--- src/rtl/efsd_pkg.sv ---
`timescale 1ns / 1ps
// Package for the escaped frame stream decoder: constants, result kind codes,
// controller states and the command/status structs. No dependencies.
package efsd_pkg;

   localparam logic [7:0] MARK         = 8'hF0;
   localparam logic [7:0] LEN_BIAS     = 8'd32;
   localparam int         STORE_DEPTH  = 225;
   localparam int         STORE_AW     = 8;
   localparam logic [4:0] INIT_LEN     = 5'd21;
   localparam logic [4:0] MARKS_NEEDED = 5'd6;
   localparam logic [2:0] RUN_MAX      = 3'd6;
   localparam int         TAIL_BITS    = 196;

   localparam logic [1:0] KIND_PASS = 2'd0;
   localparam logic [1:0] KIND_DATA = 2'd1;
   localparam logic [1:0] KIND_CMD  = 2'd2;
   localparam logic [1:0] KIND_INIT = 2'd3;

   typedef enum logic [1:0] {
      EMIT_NONE,
      EMIT_PASS,
      EMIT_INIT,
      EMIT_FRAME
   } emit_type;

   typedef enum logic [2:0] {
      ST_IDLE,
      ST_DECODE,
      ST_PASS,
      ST_ALIGN,
      ST_READ,
      ST_GATHER,
      ST_EMIT
   } state_type;

   typedef struct packed {
      logic     capture;
      logic     step;
      logic     align;
      logic     rd_issue;
      logic     gather;
      emit_type emit;
   } dp_cmd_type;

   typedef struct packed {
      logic out_free;
      logic in_frame;
      logic quoted;
      logic frame_end;
      logic init_hit;
      logic frame_start;
      logic no_data;
      logic frame_ready;
      logic frame_last;
   } dp_stat_type;

   // Characters of the init sequence: six markers, then the text.
   function automatic logic [7:0] init_char(input logic [4:0] pos);
      logic [7:0] ch;
      unique case (pos) inside
         [5'd0:5'd5]: ch = MARK;
         5'd6:  ch = 8'h53;
         5'd7:  ch = 8'h68;
         5'd8:  ch = 8'h65;
         5'd9:  ch = 8'h6C;
         5'd10: ch = 8'h6C;
         5'd11: ch = 8'h54;
         5'd12: ch = 8'h75;
         5'd13: ch = 8'h6E;
         5'd14: ch = 8'h6E;
         5'd15: ch = 8'h65;
         5'd16: ch = 8'h6C;
         5'd17: ch = 8'h49;
         5'd18: ch = 8'h6E;
         5'd19: ch = 8'h69;
         5'd20: ch = 8'h74;
         default: ch = 8'h00;
      endcase
      return ch;
   endfunction

endpackage

--- src/rtl/efsd_ram.sv ---
`timescale 1ns / 1ps
// Generic single-write, single-read RAM with registered read data.
// No dependencies.
module efsd_ram #(
   parameter int WIDTH = 8,
   parameter int DEPTH = 225
) (
   input  logic                     clock,
   input  logic                     wr_en,
   input  logic [$clog2(DEPTH)-1:0] wr_addr,
   input  logic [WIDTH-1:0]         wr_data,
   input  logic                     rd_en,
   input  logic [$clog2(DEPTH)-1:0] rd_addr,
   output logic [WIDTH-1:0]         rd_data
);

   logic [WIDTH-1:0] mem_ff [DEPTH];
   logic [WIDTH-1:0] rd_data_ff;

   always_ff @(posedge clock) begin
      if (wr_en) begin
         mem_ff[wr_addr] <= wr_data;
      end
      if (rd_en) begin
         rd_data_ff <= mem_ff[rd_addr];
      end
   end

   assign rd_data = rd_data_ff;

endmodule

--- src/rtl/efsd_ctrl.sv ---
`timescale 1ns / 1ps
// Controller state machine of the decoder: sequences byte decode and frame unpack.
// Depends on efsd_pkg.
module efsd_ctrl (
   input  logic                 clock,
   input  logic                 reset,
   input  logic                 req_valid,
   output logic                 req_stall,
   input  efsd_pkg::dp_stat_type stat,
   output efsd_pkg::dp_cmd_type  cmd
);
   import efsd_pkg::*;

   state_type state_ff;
   state_type state_in;

   always_ff @(posedge clock) begin
      if (reset) begin
         state_ff <= ST_IDLE;
      end else begin
         state_ff <= state_in;
      end
   end

   always_comb begin
      state_in  = state_ff;
      cmd       = '0;
      cmd.emit  = EMIT_NONE;
      req_stall = 1'b1;
      unique case (state_ff)
         ST_IDLE: begin
            req_stall = 1'b0;
            if (req_valid) begin
               cmd.capture = 1'b1;
               state_in    = ST_DECODE;
            end
         end
         ST_DECODE: begin
            if (stat.out_free) begin
               cmd.step = 1'b1;
               if (stat.in_frame) begin
                  if (stat.quoted) begin
                     cmd.emit = EMIT_PASS;
                     state_in = ST_IDLE;
                  end else if (stat.frame_end) begin
                     state_in = ST_ALIGN;
                  end else begin
                     state_in = ST_IDLE;
                  end
               end else if (stat.init_hit) begin
                  cmd.emit = EMIT_INIT;
                  state_in = ST_PASS;
               end else if (stat.frame_start) begin
                  state_in = ST_IDLE;
               end else begin
                  cmd.emit = EMIT_PASS;
                  state_in = ST_IDLE;
               end
            end
         end
         ST_PASS: begin
            if (stat.out_free) begin
               cmd.emit = EMIT_PASS;
               state_in = ST_IDLE;
            end
         end
         ST_ALIGN: begin
            cmd.align = 1'b1;
            state_in  = stat.no_data ? ST_IDLE : ST_READ;
         end
         ST_READ: begin
            cmd.rd_issue = 1'b1;
            state_in     = ST_GATHER;
         end
         ST_GATHER: begin
            cmd.gather = 1'b1;
            state_in   = stat.frame_ready ? ST_EMIT : ST_READ;
         end
         ST_EMIT: begin
            if (stat.out_free) begin
               cmd.emit = EMIT_FRAME;
               state_in = stat.frame_last ? ST_IDLE : ST_READ;
            end
         end
         default: begin
            state_in = ST_IDLE;
         end
      endcase
   end

endmodule

--- src/rtl/efsd_dp.sv ---
`timescale 1ns / 1ps
// Datapath of the decoder: stream state, frame store, tail bit stack, result register.
// Depends on efsd_pkg and efsd_ram.
module efsd_dp (
   input  logic                  clock,
   input  logic                  reset,
   input  logic [7:0]            req_in_byte,
   input  logic                  csr_valid,
   input  logic                  csr_role_is_client,
   input  efsd_pkg::dp_cmd_type  cmd,
   output efsd_pkg::dp_stat_type stat,
   input  logic                  rsp_stall,
   output logic                  rsp_valid,
   output logic [1:0]            rsp_kind,
   output logic [7:0]            rsp_byte0,
   output logic [7:0]            rsp_byte1,
   output logic [7:0]            rsp_byte2,
   output logic [7:0]            rsp_byte3,
   output logic [2:0]            rsp_valid_bytes,
   output logic [7:0]            rsp_channel,
   output logic [7:0]            rsp_command_type,
   output logic [15:0]           rsp_port,
   output logic                  rsp_last
);
   import efsd_pkg::*;

   // Control state.
   logic       role_ff, role_in;
   logic       done_ff, done_in;
   logic [4:0] pos_ff, pos_in;
   logic [2:0] run_ff, run_in;
   logic [7:0] count_ff, count_in;
   logic [7:0] expected_ff, expected_in;
   logic       rsp_valid_ff, rsp_valid_in;

   // Payload state.
   logic [7:0]           byte_ff, byte_in;
   logic [7:0]           l_ff, l_in;
   logic [4:0]           tail_ff, tail_in;
   logic                 is_cmd_ff, is_cmd_in;
   logic [TAIL_BITS-1:0] bits_ff, bits_in;
   logic [7:0]           j_ff, j_in;
   logic [7:0]           chan_ff, chan_in;
   logic [7:0]           ctype_ff, ctype_in;
   logic [15:0]          port_ff, port_in;
   logic [3:0][7:0]      word_ff, word_in;
   logic [2:0]           vcnt_ff, vcnt_in;
   logic                 plast_ff, plast_in;

   logic [1:0]  o_kind;
   logic [3:0][7:0] o_word;
   logic [2:0]  o_vcnt;
   logic [7:0]  o_chan, o_ctype;
   logic [15:0] o_port;
   logic        o_last;
   logic [1:0]  kind_ff;
   logic [3:0][7:0] oword_ff;
   logic [2:0]  ovcnt_ff;
   logic [7:0]  ochan_ff, octype_ff;
   logic [15:0] oport_ff;
   logic        olast_ff;

   // Decode helpers.
   logic       in_frame, text_hit, init_hit, done1, frame_start, quoted, frame_end;
   logic       push;
   logic [4:0] pos1, pos2;
   logic [2:0] run1;
   logic [7:0] n_val, len_val, excess;
   logic [8:0] len_p7;
   logic [6:0] rev7;
   logic [7:0] rd_data, gbyte, jm1;
   logic [1:0] slot;
   logic       data_last;

   efsd_ram #(
      .WIDTH(8),
      .DEPTH(STORE_DEPTH)
   ) u_store (
      .clock   (clock),
      .wr_en   (cmd.step && in_frame),
      .wr_addr (count_ff),
      .wr_data (byte_ff),
      .rd_en   (cmd.rd_issue),
      .rd_addr (j_ff + 8'd2),
      .rd_data (rd_data)
   );

   assign in_frame = (count_ff != 8'd0);

   always_comb begin
      text_hit = (pos_ff < INIT_LEN) && (byte_ff == init_char(pos_ff));
      init_hit = 1'b0;
      pos1     = pos_ff;
      if (role_ff && (pos_ff >= MARKS_NEEDED)) begin
         if (text_hit) begin
            if (pos_ff == INIT_LEN - 5'd1) begin
               init_hit = 1'b1;
               pos1     = 5'd0;
            end else begin
               pos1 = pos_ff + 5'd1;
            end
         end else begin
            pos1 = 5'd0;
         end
      end
      done1 = done_ff | init_hit;
      if (byte_ff == MARK) begin
         run1 = (run_ff < RUN_MAX) ? run_ff + 3'd1 : run_ff;
         pos2 = (run1 >= RUN_MAX) ? MARKS_NEEDED : pos1;
      end else begin
         run1 = 3'd0;
         pos2 = pos1;
      end
      frame_start = (byte_ff == MARK) && done1;

      n_val   = (byte_ff >= LEN_BIAS) ? byte_ff - LEN_BIAS : 8'd0;
      len_val = (n_val == 8'd0) ? 8'd5 : n_val;
      len_p7  = {1'b0, len_val} + 9'd7;
      quoted  = in_frame && (count_ff == 8'd1) && (n_val == 8'd1);
      frame_end = in_frame && (count_ff != 8'd1)
                  && (({1'b0, count_ff} + 9'd1) >= {1'b0, expected_ff});
      push    = ({1'b0, count_ff} >= ({1'b0, l_ff} + 9'd2));
      for (int i = 0; i < 7; i++) begin
         rev7[6-i] = byte_ff[i];
      end
      excess  = ({3'b000, tail_ff} << 3) - {3'b000, tail_ff} - l_ff;

      gbyte     = {bits_ff[0], rd_data[6:0]};
      jm1       = j_ff - 8'd1;
      slot      = jm1[1:0];
      data_last = (({1'b0, j_ff} + 9'd1) == {1'b0, l_ff});
   end

   always_comb begin
      stat.out_free    = !rsp_valid_ff || !rsp_stall;
      stat.in_frame    = in_frame;
      stat.quoted      = quoted;
      stat.frame_end   = frame_end;
      stat.init_hit    = init_hit;
      stat.frame_start = frame_start;
      stat.no_data     = !is_cmd_ff && (l_ff < 8'd2);
      stat.frame_ready = is_cmd_ff ? (j_ff == 8'd3)
                         : ((j_ff != 8'd0) && ((slot == 2'd3) || data_last));
      stat.frame_last  = plast_ff;
   end

   always_comb begin
      role_in     = role_ff;
      done_in     = done_ff;
      pos_in      = pos_ff;
      run_in      = run_ff;
      count_in    = count_ff;
      expected_in = expected_ff;
      byte_in     = byte_ff;
      l_in        = l_ff;
      tail_in     = tail_ff;
      is_cmd_in   = is_cmd_ff;
      bits_in     = bits_ff;
      j_in        = j_ff;
      chan_in     = chan_ff;
      ctype_in    = ctype_ff;
      port_in     = port_ff;
      word_in     = word_ff;
      vcnt_in     = vcnt_ff;
      plast_in    = plast_ff;

      if (cmd.capture) begin
         byte_in = req_in_byte;
      end

      if (cmd.step) begin
         if (in_frame) begin
            if (count_ff == 8'd1) begin
               if (quoted) begin
                  count_in = 8'd0;
               end else begin
                  count_in    = 8'd2;
                  expected_in = (n_val == 8'd0) ? 8'd7 : n_val + 8'd2;
                  tail_in     = len_p7[7:3];
                  l_in        = len_val - {3'b000, len_p7[7:3]};
                  is_cmd_in   = (byte_ff == LEN_BIAS);
               end
            end else begin
               count_in = frame_end ? 8'd0 : count_ff + 8'd1;
               if (push) begin
                  bits_in = {bits_ff[TAIL_BITS-8:0], rev7};
               end
            end
         end else begin
            pos_in  = pos2;
            run_in  = run1;
            done_in = done1;
            if (frame_start) begin
               count_in    = 8'd1;
               expected_in = 8'd2;
            end
         end
      end

      if (cmd.align) begin
         bits_in = bits_ff >> excess[2:0];
         j_in    = 8'd0;
      end

      if (cmd.gather) begin
         bits_in = bits_ff >> 1;
         j_in    = j_ff + 8'd1;
         if (is_cmd_ff) begin
            plast_in = 1'b1;
            case (j_ff[1:0])
               2'd0:    ctype_in       = gbyte;
               2'd1:    chan_in        = gbyte;
               2'd2:    port_in[15:8]  = gbyte;
               default: port_in[7:0]   = gbyte;
            endcase
         end else begin
            plast_in = data_last;
            if (j_ff == 8'd0) begin
               chan_in = gbyte;
            end else begin
               if (slot == 2'd0) begin
                  word_in = '0;
               end
               word_in[slot] = gbyte;
               vcnt_in       = {1'b0, slot} + 3'd1;
            end
         end
      end

      if (csr_valid) begin
         role_in = csr_role_is_client;
         done_in = !csr_role_is_client;
      end
   end

   // Result selection.
   always_comb begin
      o_kind  = KIND_PASS;
      o_word  = '0;
      o_vcnt  = 3'd0;
      o_chan  = 8'd0;
      o_ctype = 8'd0;
      o_port  = 16'd0;
      o_last  = 1'b0;
      case (cmd.emit)
         EMIT_PASS: begin
            o_word[0] = in_frame ? MARK : byte_ff;
            o_vcnt    = 3'd1;
            o_last    = 1'b1;
         end
         EMIT_INIT: begin
            o_kind = KIND_INIT;
         end
         EMIT_FRAME: begin
            o_chan = chan_ff;
            o_last = plast_ff;
            if (is_cmd_ff) begin
               o_kind  = KIND_CMD;
               o_ctype = ctype_ff;
               o_port  = port_ff;
            end else begin
               o_kind = KIND_DATA;
               o_word = word_ff;
               o_vcnt = vcnt_ff;
            end
         end
         default: begin
            o_kind = KIND_PASS;
         end
      endcase
      if (cmd.emit != EMIT_NONE) begin
         rsp_valid_in = 1'b1;
      end else begin
         rsp_valid_in = rsp_valid_ff && rsp_stall;
      end
   end

   always_ff @(posedge clock) begin
      if (reset) begin
         role_ff      <= 1'b1;
         done_ff      <= 1'b0;
         pos_ff       <= 5'd0;
         run_ff       <= 3'd0;
         count_ff     <= 8'd0;
         expected_ff  <= 8'd2;
         rsp_valid_ff <= 1'b0;
      end else begin
         role_ff      <= role_in;
         done_ff      <= done_in;
         pos_ff       <= pos_in;
         run_ff       <= run_in;
         count_ff     <= count_in;
         expected_ff  <= expected_in;
         rsp_valid_ff <= rsp_valid_in;
      end
   end

   always_ff @(posedge clock) begin
      byte_ff   <= byte_in;
      l_ff      <= l_in;
      tail_ff   <= tail_in;
      is_cmd_ff <= is_cmd_in;
      bits_ff   <= bits_in;
      j_ff      <= j_in;
      chan_ff   <= chan_in;
      ctype_ff  <= ctype_in;
      port_ff   <= port_in;
      word_ff   <= word_in;
      vcnt_ff   <= vcnt_in;
      plast_ff  <= plast_in;
      if (cmd.emit != EMIT_NONE) begin
         kind_ff   <= o_kind;
         oword_ff  <= o_word;
         ovcnt_ff  <= o_vcnt;
         ochan_ff  <= o_chan;
         octype_ff <= o_ctype;
         oport_ff  <= o_port;
         olast_ff  <= o_last;
      end
   end

   assign rsp_valid        = rsp_valid_ff;
   assign rsp_kind         = kind_ff;
   assign rsp_byte0        = oword_ff[0];
   assign rsp_byte1        = oword_ff[1];
   assign rsp_byte2        = oword_ff[2];
   assign rsp_byte3        = oword_ff[3];
   assign rsp_valid_bytes  = ovcnt_ff;
   assign rsp_channel      = ochan_ff;
   assign rsp_command_type = octype_ff;
   assign rsp_port         = oport_ff;
   assign rsp_last         = olast_ff;

endmodule

--- src/rtl/escaped_frame_stream_decoder.sv ---
`timescale 1ns / 1ps
// Top level of the escaped frame stream decoder: controller plus datapath.
// Depends on efsd_pkg, efsd_ctrl, efsd_dp (and efsd_ram through the datapath).
//
//   Channel | Direction | Handshake          | Beat carries
//   req     | in        | req_valid/stall    | one stream byte
//   rsp     | out       | rsp_valid/stall    | one result (pass byte, data word, command, init)
//   csr     | in        | csr_valid/ready    | the role_is_client register
//
// A byte that lands outside a frame, or inside a frame before its last byte,
// is accepted in ST_IDLE and then decoded in ST_DECODE. The byte that
// completes the init text also goes through ST_PASS, because its pass-through
// result follows the init event. The last byte of a frame goes on to ST_ALIGN
// to realign the tail bit stack, then to a store read (ST_READ) and a gather
// (ST_GATHER) for each unpacked byte, which is seven eighths of the payload
// rounded down, and to ST_EMIT for each result beat; a data frame that unpacks
// to fewer than two bytes skips the walk. Every state that loads the result
// register waits while a held result sits under rsp_stall.
// Reset is synchronous and active high; it clears the stream state and sets
// client role. The frame store is not cleared, as only entries written in
// the current frame are read. rsp_stall only holds the result register; the
// next byte is still taken while a result waits, but its decode waits until
// the register frees.
module escaped_frame_stream_decoder (
   input  logic        clock,
   input  logic        reset,
   input  logic        req_valid,
   output logic        req_stall,
   input  logic [7:0]  req_in_byte,
   output logic        rsp_valid,
   input  logic        rsp_stall,
   output logic [1:0]  rsp_kind,
   output logic [7:0]  rsp_byte0,
   output logic [7:0]  rsp_byte1,
   output logic [7:0]  rsp_byte2,
   output logic [7:0]  rsp_byte3,
   output logic [2:0]  rsp_valid_bytes,
   output logic [7:0]  rsp_channel,
   output logic [7:0]  rsp_command_type,
   output logic [15:0] rsp_port,
   output logic        rsp_last,
   input  logic        csr_valid,
   output logic        csr_ready,
   input  logic        csr_role_is_client
);
   import efsd_pkg::*;

   dp_cmd_type  cmd;
   dp_stat_type stat;

   // The register is a single flop, so a write always completes at once.
   assign csr_ready = 1'b1;

   efsd_ctrl u_ctrl (
      .clock     (clock),
      .reset     (reset),
      .req_valid (req_valid),
      .req_stall (req_stall),
      .stat      (stat),
      .cmd       (cmd)
   );

   efsd_dp u_dp (
      .clock              (clock),
      .reset              (reset),
      .req_in_byte        (req_in_byte),
      .csr_valid          (csr_valid && csr_ready),
      .csr_role_is_client (csr_role_is_client),
      .cmd                (cmd),
      .stat               (stat),
      .rsp_stall          (rsp_stall),
      .rsp_valid          (rsp_valid),
      .rsp_kind           (rsp_kind),
      .rsp_byte0          (rsp_byte0),
      .rsp_byte1          (rsp_byte1),
      .rsp_byte2          (rsp_byte2),
      .rsp_byte3          (rsp_byte3),
      .rsp_valid_bytes    (rsp_valid_bytes),
      .rsp_channel        (rsp_channel),
      .rsp_command_type   (rsp_command_type),
      .rsp_port           (rsp_port),
      .rsp_last           (rsp_last)
   );

   // One byte is worked on at a time: an accepted beat closes the input.
   a_one_at_a_time: assert property (@(posedge clock) disable iff (reset)
      req_valid && !req_stall |=> req_stall)
      else $error("input accepted while a byte is still being decoded");

   // The init event is always followed by the pass-through of its byte.
   a_init_not_last: assert property (@(posedge clock) disable iff (reset)
      rsp_valid && (rsp_kind == KIND_INIT) |-> !rsp_last)
      else $error("init event flagged as last result");

   // A data word carries between one and four bytes.
   a_data_count: assert property (@(posedge clock) disable iff (reset)
      rsp_valid && (rsp_kind == KIND_DATA) |->
         (rsp_valid_bytes != 3'd0) && (rsp_valid_bytes <= 3'd4))
      else $error("data word with bad byte count");

endmodule
--- config.mk ---
export PLATFORM = sky130hd
export DESIGN_NAME = escaped_frame_stream_decoder
export DESIGN_NICKNAME = d
export VERILOG_FILES = /design/src/rtl/efsd_pkg.sv /design/src/rtl/efsd_ram.sv /design/src/rtl/efsd_ctrl.sv /design/src/rtl/efsd_dp.sv /design/src/rtl/escaped_frame_stream_decoder.sv
export SDC_FILE = /design/constraint.sdc
export NUM_CORES = 2
export LEC_CHECK = 0
export BUFFER_PORTS_ARGS = -buffer_cell sky130_fd_sc_hd__buf_2
export CAP_MARGIN = 40
export CORE_ASPECT_RATIO = 0.6
export CORE_UTILIZATION = 30
export CTS_CLUSTER_DIAMETER = 80
export CTS_CLUSTER_SIZE = 8
export DETAILED_ROUTE_END_ITERATION = 6
export PLACE_DENSITY = 0.44
export RECOVER_POWER = 50
export SLEW_MARGIN = 20
export SYNTH_ARGS = -nofsm -noshare
export SYNTH_HDL_FRONTEND = slang
export SYNTH_SLANG_ARGS = --single-unit
--- constraint.sdc ---
create_clock -name clock -period 10.3 [get_ports clock]
set_clock_uncertainty 0.15 [all_clocks]
set_input_delay 0.515 -clock clock [delete_from_list [all_inputs] [get_ports clock]]
set_output_delay 0.515 -clock clock [all_outputs]
set_load 0.005 [all_outputs]
==> metrics.md <==
| Metric | Value |
|---|---|
| Outcome | finished, violations left |
| Failing checks | max-capacitance violations, max-slew violations |
| Vias per inst | 5.290 |
| CP arrival | 7.22 ns |
| Top cell type's share of synthesized area | 68.34% |
| Initial antenna violation count | 15 |
| CP Max Fanout | 77 |
| Fin util | 35.08% |
| Die Height | 415.2 um |
| Later-pin clock latency in the skew report | 0.83 ns |
| Number of synthesized flops with an enable pin | 1943 |
| Worst Hold Class | primary input to flip-flop |
| Placed Area | 0.09151 sq mm |
| Post-route setup TNS | 0 ns |
| Synth Cell Area | 0.08537 sq mm |
| Final Max Slew Viols | 1297 |
| Detailed Route WL | 252800 um |
| Critical Path Start Type | flip-flop |
| Slew HR | -133.5% |
| Row count | 151 |
| FF+latch count, synth | 1974 |
| CTS tree | done |
| Post-synth ARST share | 0% |
| CTS HTree Levels | 5 |
| Seq pwr share | 50.4% |
| Final hold violation count | 0 |
| Worst ir drop on vdd | 0.1494 mV |
| Deepest clock path buffer count | 4 |
| CORE AREA | 0.2826 sq mm |
| Setup-failing EPs final | 0 |
| Worst slack, placed | 5.079 ns |
| Mean Syn Cell Area | 17.83 sq um |
| Comb pwr share | 1.3% |
| ANT nets after route | 0 |
| Avg WL per Cell | 28.45 um |
| Synth Instances | 4787 |
| DRC viols | 0 |
| Count leader, synth | edfxtp_1 |
| Number of global-route vias before repair | 46717 |
| IO Port Bufs | 85 |
| CP endpoint kind | flip-flop |
| Area Growth Syn to Fin | 16.13% |
| Root Driver | clkbuf_16 |
| Fmax achieved | 0.1371 GHz |
| DIE WIDTH | 690.7 um |
| Int Power | 13.99 mW |
| Net Sw Power | 3.602 mW |
| GPL Wtd Cong | 0.7760 |
| Die area | 0.2868 sq mm |
| Placed Cells | 8494 |
| Total GRT Usage | 17.21% |
| Yosys top cell by area | edfxtp_1 |
| Slew @ Worst Pin | 3.503 ns |
| Detailed Route Iter0 Violations | 4975 |
| Predominant post-synthesis flop cell | edfxtp_1 |
| Post-DP HPWL | 158100 um |
| Ports | 87 |
| First-pass GRT wire length | 360200 um |
| Tot Pwr | 17.59 mW |
| Max_cap viols | 29 |
| Gr ovfl total | 0 |
| Clk network pwr share | 48.2% |
| Clock slew at reported path FFs | 0.06 ns |
| Initial Util | 30.21% |
| Kind of critical path | flip-flop to flip-flop |
| Hold slack | 0.07855 ns |
| Yosys cell types | 67 |
| Share of cells above drive strength 1 | 20.56% |
| RSZ-0062 raised after global routing | false |
| Sw Ratio | 20.47% |
| Pwr/cell area | 177.4 mW/mm^2 |
| Fin nets | 5148 |
| WP data required | 10.23 ns |
| Clock sink count | 1974 |
| Total CTS buffers | 290 |
| Fill cell count | 26618 |
| Main area contributors after synthesis | edfxtp_1 68%, mux4_2 13%, mux2i_1 6.7%, a22oi_1 1.7%, o21ai_0 1.4% |
| Vias | 47014 |
| Register area share after synthesis | 69.07% |
| Final period util | 70.80% |
| Minimum clock period | 7.292 ns |
| Drt first pass iters | 6 |
| Setup slack after layout | 3.008 ns |
| Leakage power of the design | 33.03 nW |
| Largest net degree at the start of global routing | 198 |
| Post-Layout Cell Count | 8888 |
| Yosys warnings | 0 |
| List of most frequent post-synthesis cells | 1943 x edfxtp_1, 571 x mux2i_1, 490 x mux4_2 |
| Design Area, Final | 0.09914 sq mm |
-- placed cells by master, fill, tap and decap left out, types with 9 or more instances in the layout --
cell type,instances
nand2b_1,13
ha_1,43
a21oi_1,58
nand4_1,11
clkbuf_16,296
mux4_2,490
o21ai_0,232
a32oi_1,15
a221o_1,10
xor2_1,23
a22oi_1,195
and2_0,25
buf_6,11
and2_1,26
a31oi_1,14
dfxtp_1,31
buf_16,13
o311a_1,9
nor3_1,21
nand3_1,38
and3_1,67
nand2_2,12
clkbuf_1,137
mux2i_1,571
inv_1,37
xnor2_1,25
buf_4,122
dlygate4sd3_1,13
nor2b_1,10
nand2_1,121
nor2_1,285
buf_12,17
buf_2,40
edfxtp_1,1943
-- power groups by stage --
| stage | clock network (mW) | registers [mW] | logic (mW) |
|---|---|---|---|
| final | 8.49 | 8.87 | 0.230 |
| after global routing | 9.00 | 8.87 | 0.254 |
| after CTS | 8.72 | 8.86 | 0.240 |
| after detailed placement | 0 | 9.02 | 0.236 |
| after global placement | 0 | 9.02 | 0.224 |
| after floorplan | 0 | 9.08 | 0.0637 |
-- flip-flops by register name, indices dropped and copies added, names as in the netlist, 16 cells and up --
| name | cells |
|---|---|
| u_dp.u_store.mem_ff | 1575 |
| u_dp.port_ff | 16 |
| u_dp.bits_ff | 196 |
| u_dp.rsp_port | 16 |
| u_dp.word_ff | 32 |
-- worst max-delay path, cell delays in order, from the launching register on --
cell      delay, ns
edfxtp_1       0.50
clkbuf_1       0.94
clkbuf_1       1.99
clkbuf_1       0.36
clkbuf_1       2.48
-- worst paths after layout --
kind                            slack (ns)  cells past startpoint                 from                    endpoint
worst min-delay path                  0.08                      2                reset         u_dp.expected_ff[0]
worst max register to register        3.01                      4      u_dp.byte_ff[4]  u_dp.u_store.mem_ff[24][4]
worst min register to register        0.31                      2  u_dp.expected_ff[2]         u_dp.expected_ff[2]
worst max-delay path                  3.01                      4      u_dp.byte_ff[4]  u_dp.u_store.mem_ff[24][4]
-- cells by family after synthesis --
family          after synthesis  share of synthesized area [%]
flops                      1974                          69.07
mux                        1066                          19.69
simple gates                675                          3.715
compound gates              600                          4.533
buf+inv                     369                          1.741
xor+xnor                     55                         0.5642
fa+ha+maj                    46                         0.6829
other cells                   2                       0.008797
-- cell type report --
cell class                 instances  area (sq um)  area share [%]
sequential                      1974         58970           59.48
multi-input combinational       2450         25080           25.29
clock buffer                     322          7505           7.570
tap                             3748          4690           4.730
timing repair buffer             332          2549           2.571
clock inverter                    18         186.4          0.1880
inverter                          40         158.9          0.1603
antenna                            4         10.01         0.01010
-- what timing repair did --
item / 4_1_cts / 5_1_grt
setup buffers: 0 / 0
hold buffers: 13 / 0
gates resized for setup: 0 / 0
hold endpoints to repair: 12 / 0
-- layer usage --
metal	wire length [um]	track usage [%]	vias up
met5	290	0.6955	-
met3	22730	5.873	316
met2	96710	21.72	1648
met1	128900	27.75	25001
met4	4237	3.290	4
li1	-	-	20045
Power figures use the tool's default switching activity.
